===== config.mk =====
export PLATFORM = sky130hd
export DESIGN_NAME = ncm_mac
export DESIGN_NICKNAME = d
export VERILOG_FILES = /design/src/sv/ncm_pkg.sv /design/src/sv/ncm_mac.sv
export SDC_FILE = /design/constraint.sdc
export NUM_CORES = 1
export LEC_CHECK = 0
export BUFFER_PORTS_ARGS = -buffer_cell sky130_fd_sc_hd__buf_4
export CAP_MARGIN = 20
export CORE_MARGIN = 4
export CORE_UTILIZATION = 58
export CTS_CLUSTER_SIZE = 40
export DETAILED_ROUTE_END_ITERATION = 8
export HOLD_SLACK_MARGIN = 0.1
export PLACE_DENSITY = 0.86
export SYNTH_ARGS = -nofsm -noshare
export SYNTH_HDL_FRONTEND = slang
export SYNTH_SLANG_ARGS = --single-unit

===== constraint.sdc =====
create_clock -name clk -period 3.9 [get_ports clk]
set_clock_uncertainty 0.15 [all_clocks]
set_input_delay 0.195 -clock clk [delete_from_list [all_inputs] [get_ports clk]]
set_output_delay 0.195 -clock clk [all_outputs]
set_load 0.02 [all_outputs]

===== src/sv/ncm_pkg.sv =====
// shared types, constants and helpers for the negacyclic convolution core
package ncm_pkg;

	localparam int MAX_LEN = 64;
	localparam int COEF_W  = 32;
	localparam int LEN_W   = $clog2(MAX_LEN + 1);
	localparam int IDX_W   = $clog2(MAX_LEN);
	localparam logic [LEN_W-1:0] LEN_RESET = LEN_W'(MAX_LEN);

	// control that travels with each read pair into the mac unit
	typedef struct packed {
		logic             valid;
		logic             first;
		logic             fin;
		logic             neg;
		logic             last_i;
		logic [IDX_W-1:0] idx;
	} ncm_ctrl_t;

	// highest index in use for a programmed length, zero acting as one
	function automatic logic [IDX_W-1:0] eff_last(input logic [LEN_W-1:0] len);
		logic [IDX_W-1:0] r;
		if (len <= LEN_W'(1)) begin
			r = '0;
		end else if (len >= LEN_W'(MAX_LEN)) begin
			r = IDX_W'(MAX_LEN - 1);
		end else begin
			r = IDX_W'(len - LEN_W'(1));
		end
		return r;
	endfunction

endpackage


===== src/sv/ncm_mac.sv =====
// multiply-accumulate unit: product stage, signed accumulate and result register
module ncm_mac (
	input  logic                      clk,
	input  logic                      arst_n,
	input  ncm_pkg::ncm_ctrl_t        ctrl_s1,
	input  logic [ncm_pkg::COEF_W-1:0] a_s1,
	input  logic [ncm_pkg::COEF_W-1:0] b_s1,
	output logic                      coef_valid,
	output logic [ncm_pkg::COEF_W-1:0] coef_value,
	output logic [ncm_pkg::IDX_W-1:0]  coef_index,
	output logic                      last
);
	import ncm_pkg::*;

	ncm_ctrl_t             ctrl_s2;
	logic [COEF_W-1:0]     prod_s2;
	logic [COEF_W-1:0]     prod_lo;
	logic [COEF_W-1:0]     term;
	logic [COEF_W-1:0]     sum;
	logic [COEF_W-1:0]     acc_q;
	logic                  valid_q;
	logic [COEF_W-1:0]     value_q;
	logic [IDX_W-1:0]      index_q;
	logic                  last_q;

	// product, low word only
	assign prod_lo = a_s1 * b_s1;

	always_ff @(posedge clk or negedge arst_n) begin
		if (!arst_n) begin
			ctrl_s2 <= '0;
		end else begin
			ctrl_s2 <= ctrl_s1;
		end
	end

	always_ff @(posedge clk) begin
		prod_s2 <= prod_lo;
	end

	// wrapped terms get negated, first term of a row restarts the sum
	assign term = ctrl_s2.neg ? (COEF_W'(0) - prod_s2) : prod_s2;
	assign sum  = (ctrl_s2.first ? COEF_W'(0) : acc_q) + term;

	always_ff @(posedge clk) begin
		if (ctrl_s2.valid) begin
			acc_q <= sum;
		end
		if (ctrl_s2.valid && ctrl_s2.fin) begin
			value_q <= sum;
			index_q <= ctrl_s2.idx;
			last_q  <= ctrl_s2.last_i;
		end
	end

	// result strobe, one cycle per coefficient
	always_ff @(posedge clk or negedge arst_n) begin
		if (!arst_n) begin
			valid_q <= 1'b0;
		end else begin
			valid_q <= ctrl_s2.valid && ctrl_s2.fin;
		end
	end

	assign coef_valid = valid_q;
	assign coef_value = value_q;
	assign coef_index = index_q;
	assign last       = valid_q && last_q;

endmodule


==> results.txt <==
After layout, the minimum clock period comes to 6.52 ns. The slowest stage of the critical path belongs to the cell sky130_fd_sc_hd__fa_2. The number of endpoints with negative hold slack in the final report came out at 0. The hold path depth is 0. The sequential cell area fraction in the yosys report came out at 14.6%. STA classifies the critical path endpoint as a flop. The total grt overflow came out at 0. The global routing usage summed across all routing layers is 32.5%.

The half-perimeter wire length of the detailed placement result came out at approximately 48 mm. The number of nets in the synthesized netlist came out at 2,803. The checks that failed: negative setup slack.

The mean area per synthesized cell is 9.74 sq um. The number of cells on the worst reg-to-reg path is 16. The largest fanout on the critical path came out at 12. The floorplan has 69 rows. The final critical-path setup slack came out at -2.62 ns.

The number of warnings issued by yosys came out at 0. The total number of nets in the final design came out at ~3,200. The largest net degree at the start of global routing came out at 41. The cell with the most instances on the worst path is sky130_fd_sc_hd__fa_2. The detail route stage leaves a number of antenna-violating nets equal to 0. The share of async-settable or async-resettable flops after synthesis is 10.4%. The clock sink count is about 120. The end-of-flow core utilization is 77.5%. The endpoint required time on the critical path is a little over 4 ns.

The number of DRC markers after the initial detailed-route iteration came out at around 1,700. The part of the cycle the worst path needs is 167%. The via count of the first global-routing pass is 19,500.

The count of endpoints failing setup in the final report is 62. In the synthesized netlist, the cells that appear most often are sky130_fd_sc_hd__fa_1, sky130_fd_sc_hd__inv_1, sky130_fd_sc_hd__and2_1. The final routed wirelength across all metal layers came out at 71.8 mm. The total number of vias is 18,300. TritonCTS built the clock tree.

The instance count on the critical path came out at 25. The biggest cell delay along the critical path is about 0.56 ns. The die height is 199 um.

Sorting the synthesized cells by area gives the leading types as sky130_fd_sc_hd__fa_1, sky130_fd_sc_hd__edfxtp_1, sky130_fd_sc_hd__and2_1. The share of cells above drive strength 1 came out at 30.6%. The first global-routing pass estimated 101 mm of wire. The placer's final routability congestion estimate is between 0.9 and 1. Clock-pin slew was measured on the worst setup and hold paths at 0.06 ns. The flow ran to the end, but the final reports show violations.

The transition time at the pin with the least slew margin is slightly above 0.9 ns. The normalized max-slew margin is a little under two fifths. Setup repair after global routing could not meet its margin everywhere.

The placement-stage worst setup slack came out at -2.97 ns. The total count of max-transition violations in the final report was 0. The post-synthesis to final-layout area growth came out at 31.3%. The fmax came out at 153 MHz.

The count of state elements after synthesis came out at ~120. Of the post-synthesis cell area, the dominant cell type holds about two fifths. On the critical path the largest part of the delay comes from adder cells. The startpoint-to-endpoint class of the critical path is in -> reg. After detailed routing, the number of remaining DRC violations is 0.

The maximum number of buffers from clock root to sink came out at 2. The cell area after technology mapping is 21,100 sq um. In the routed layout, each cell is associated on average with a via count of about 6.0. The primary flip-flop cell chosen by synthesis mapping is sky130_fd_sc_hd__edfxtp_1. The H-tree generated during clock tree synthesis spans 4 levels. The clock tree root driver cell is sky130_fd_sc_hd__clkbuf_16. The number of max-cap violations came out at 0. STA classifies the critical path startpoint as an input pin. The die extent in x came out at 199 um.

The insertion delay of the later-clocked pin in the worst-skew pair came out at 0.43 ns. The number of instances in the synthesized netlist came out at about 2,200. The average wire per cell in the routed design came out at about 24 um. The tightest min-delay check is of the reg -> reg type. The count of boundary I/O pins came out at about 120. The number of clock buffers inserted by TritonCTS is 17. The core region is roughly 36,000 sq um. The count of distinct cell types in the synthesized netlist is 58. The data arrival time of the worst path is 6.68 ns.

The count of TritonRoute iterations in the first routing pass is 5. The critical path contains buffers and inverters numbering 6 combined. Yosys instantiated no cell more often than sky130_fd_sc_hd__fa_1. The biggest area consumer among synthesized cells is sky130_fd_sc_hd__fa_1. For this configuration, the core starts out at a cell density of 59.1%. The number of enable-type register cells in the synthesized netlist is a little over 70.

The area of the die is 39,400 sq um. The number of input and output port buffers inserted is between 100 and 150. The initial antenna violation count was 1.
[routing by layer]
layer / global-route usage, % / share of wire [%]
met1: 39.5 / 34
met2: 55.8 / 48
met3: 7.35 / 10
met4: 14.2 / 7.4
met5: 0 / 0
[kinds of logic (layout without fill, tap and decap cells)]
family,Yosys count,after routing,synth area share [%]
and+or+nand+nor,689,689,17.6
adders and majority gates,564,564,48.1
buffers and inverters,482,903,8.59
AOI/OAI and AO/OA,167,167,5.13
xor gates and xnor gates,145,145,6.03
DFF,115,115,14.6
other,0,1,0
[final timing paths]
kind	start	to	slack, ns
setup / recovery	a_s1[14]	prod_s2[31]	-2.62
hold reg to reg	ctrl_s2[6]	last_q	0.27
max in group asynchronous	arst_n	ctrl_s2[3]	2.55
hold / removal	ctrl_s2[6]	last_q	0.27
min in group asynchronous	arst_n	ctrl_s2[2]	0.68
setup reg to reg	prod_s2[0]	acc_q[30]	-0.84
[final cells by class]
| cell class | count | area [sq um] |
|---|---|---|
| Inverter | 392 | 1470 |
| Fill cell | 1875 | 8010 |
| Tap cell | 461 | 577 |
| Clock buffer | 17 | 425 |
| Sequential cell | 115 | 3070 |
| Clock inverter | 15 | 149 |
| Multi-Input combinational cell | 1565 | 17800 |
| Timing Repair Buffer | 479 | 4150 |
| Antenna cell | 1 | 2.50 |
[cells in the final DEF, fill, tap and decap left out, types with 6 or more instances in the layout]
master / count
sky130_fd_sc_hd__buf_6: 67
sky130_fd_sc_hd__buf_12: 14
sky130_fd_sc_hd__xnor2_2: 22
sky130_fd_sc_hd__a21oi_1: 18
sky130_fd_sc_hd__nor2_2: 7
sky130_fd_sc_hd__nor2_1: 17
sky130_fd_sc_hd__nor2b_1: 34
sky130_fd_sc_hd__buf_4: 374
sky130_fd_sc_hd__o21ai_1: 10
sky130_fd_sc_hd__xor2_1: 19
sky130_fd_sc_hd__ha_1: 117
sky130_fd_sc_hd__nor3_1: 6
sky130_fd_sc_hd__edfxtp_1: 71
sky130_fd_sc_hd__dfxtp_1: 31
sky130_fd_sc_hd__a21o_1: 19
sky130_fd_sc_hd__dfrtp_1: 12
sky130_fd_sc_hd__inv_6: 6
sky130_fd_sc_hd__inv_2: 26
sky130_fd_sc_hd__fa_1: 379
sky130_fd_sc_hd__fa_2: 30
sky130_fd_sc_hd__and2_4: 31
sky130_fd_sc_hd__nand2b_1: 6
sky130_fd_sc_hd__o21ai_0: 10
sky130_fd_sc_hd__dlygate4sd3_1: 13
sky130_fd_sc_hd__o21ai_2: 13
sky130_fd_sc_hd__and2_1: 292
sky130_fd_sc_hd__xnor2_1: 102
sky130_fd_sc_hd__a21oi_2: 24
sky130_fd_sc_hd__a21oi_4: 9
sky130_fd_sc_hd__nand2_1: 224
sky130_fd_sc_hd__clkbuf_16: 17
sky130_fd_sc_hd__ha_4: 37
sky130_fd_sc_hd__inv_1: 366
sky130_fd_sc_hd__buf_8: 9
sky130_fd_sc_hd__o21a_1: 6
[state kept, by name (all words and copies together) (netlist names)]
name / count
last_q: 1
coef_value: 32
acc_q: 32
coef_valid: 1
coef_index: 6
prod_s2: 32
ctrl_s2: 11
[timing repair]
| item | 4_1_cts | 5_1_grt |
|---|---|---|
| pin swaps | 141 | 108 |
| resized for setup | 223 | 155 |
| hold endpoints to repair | 23 | 0 |
| hold buffers | 13 | 0 |
| setup buffers | 38 | 29 |
| setup endpoints to repair | 57 | 62 |
| cloned | 2 | 0 |
[per-stage QoR]
stage	instance area (sq um)	hold slack [ns]	setup TNS, ns	instances
finish	27600	0.274	-62.10	3045
CTS	26700	0.269	-48.39	3019
global placement	24700	-0.112	-58.51	2938
detailed placement	24700	-0.106	-65.45	2938
global route	27600	0.278	-66.95	3044
floorplan	21400	-0.251	-43.85	2162
Power is not shown: default switching activity piles up to over one toggle a cycle in this logic, so the estimate is an artifact.
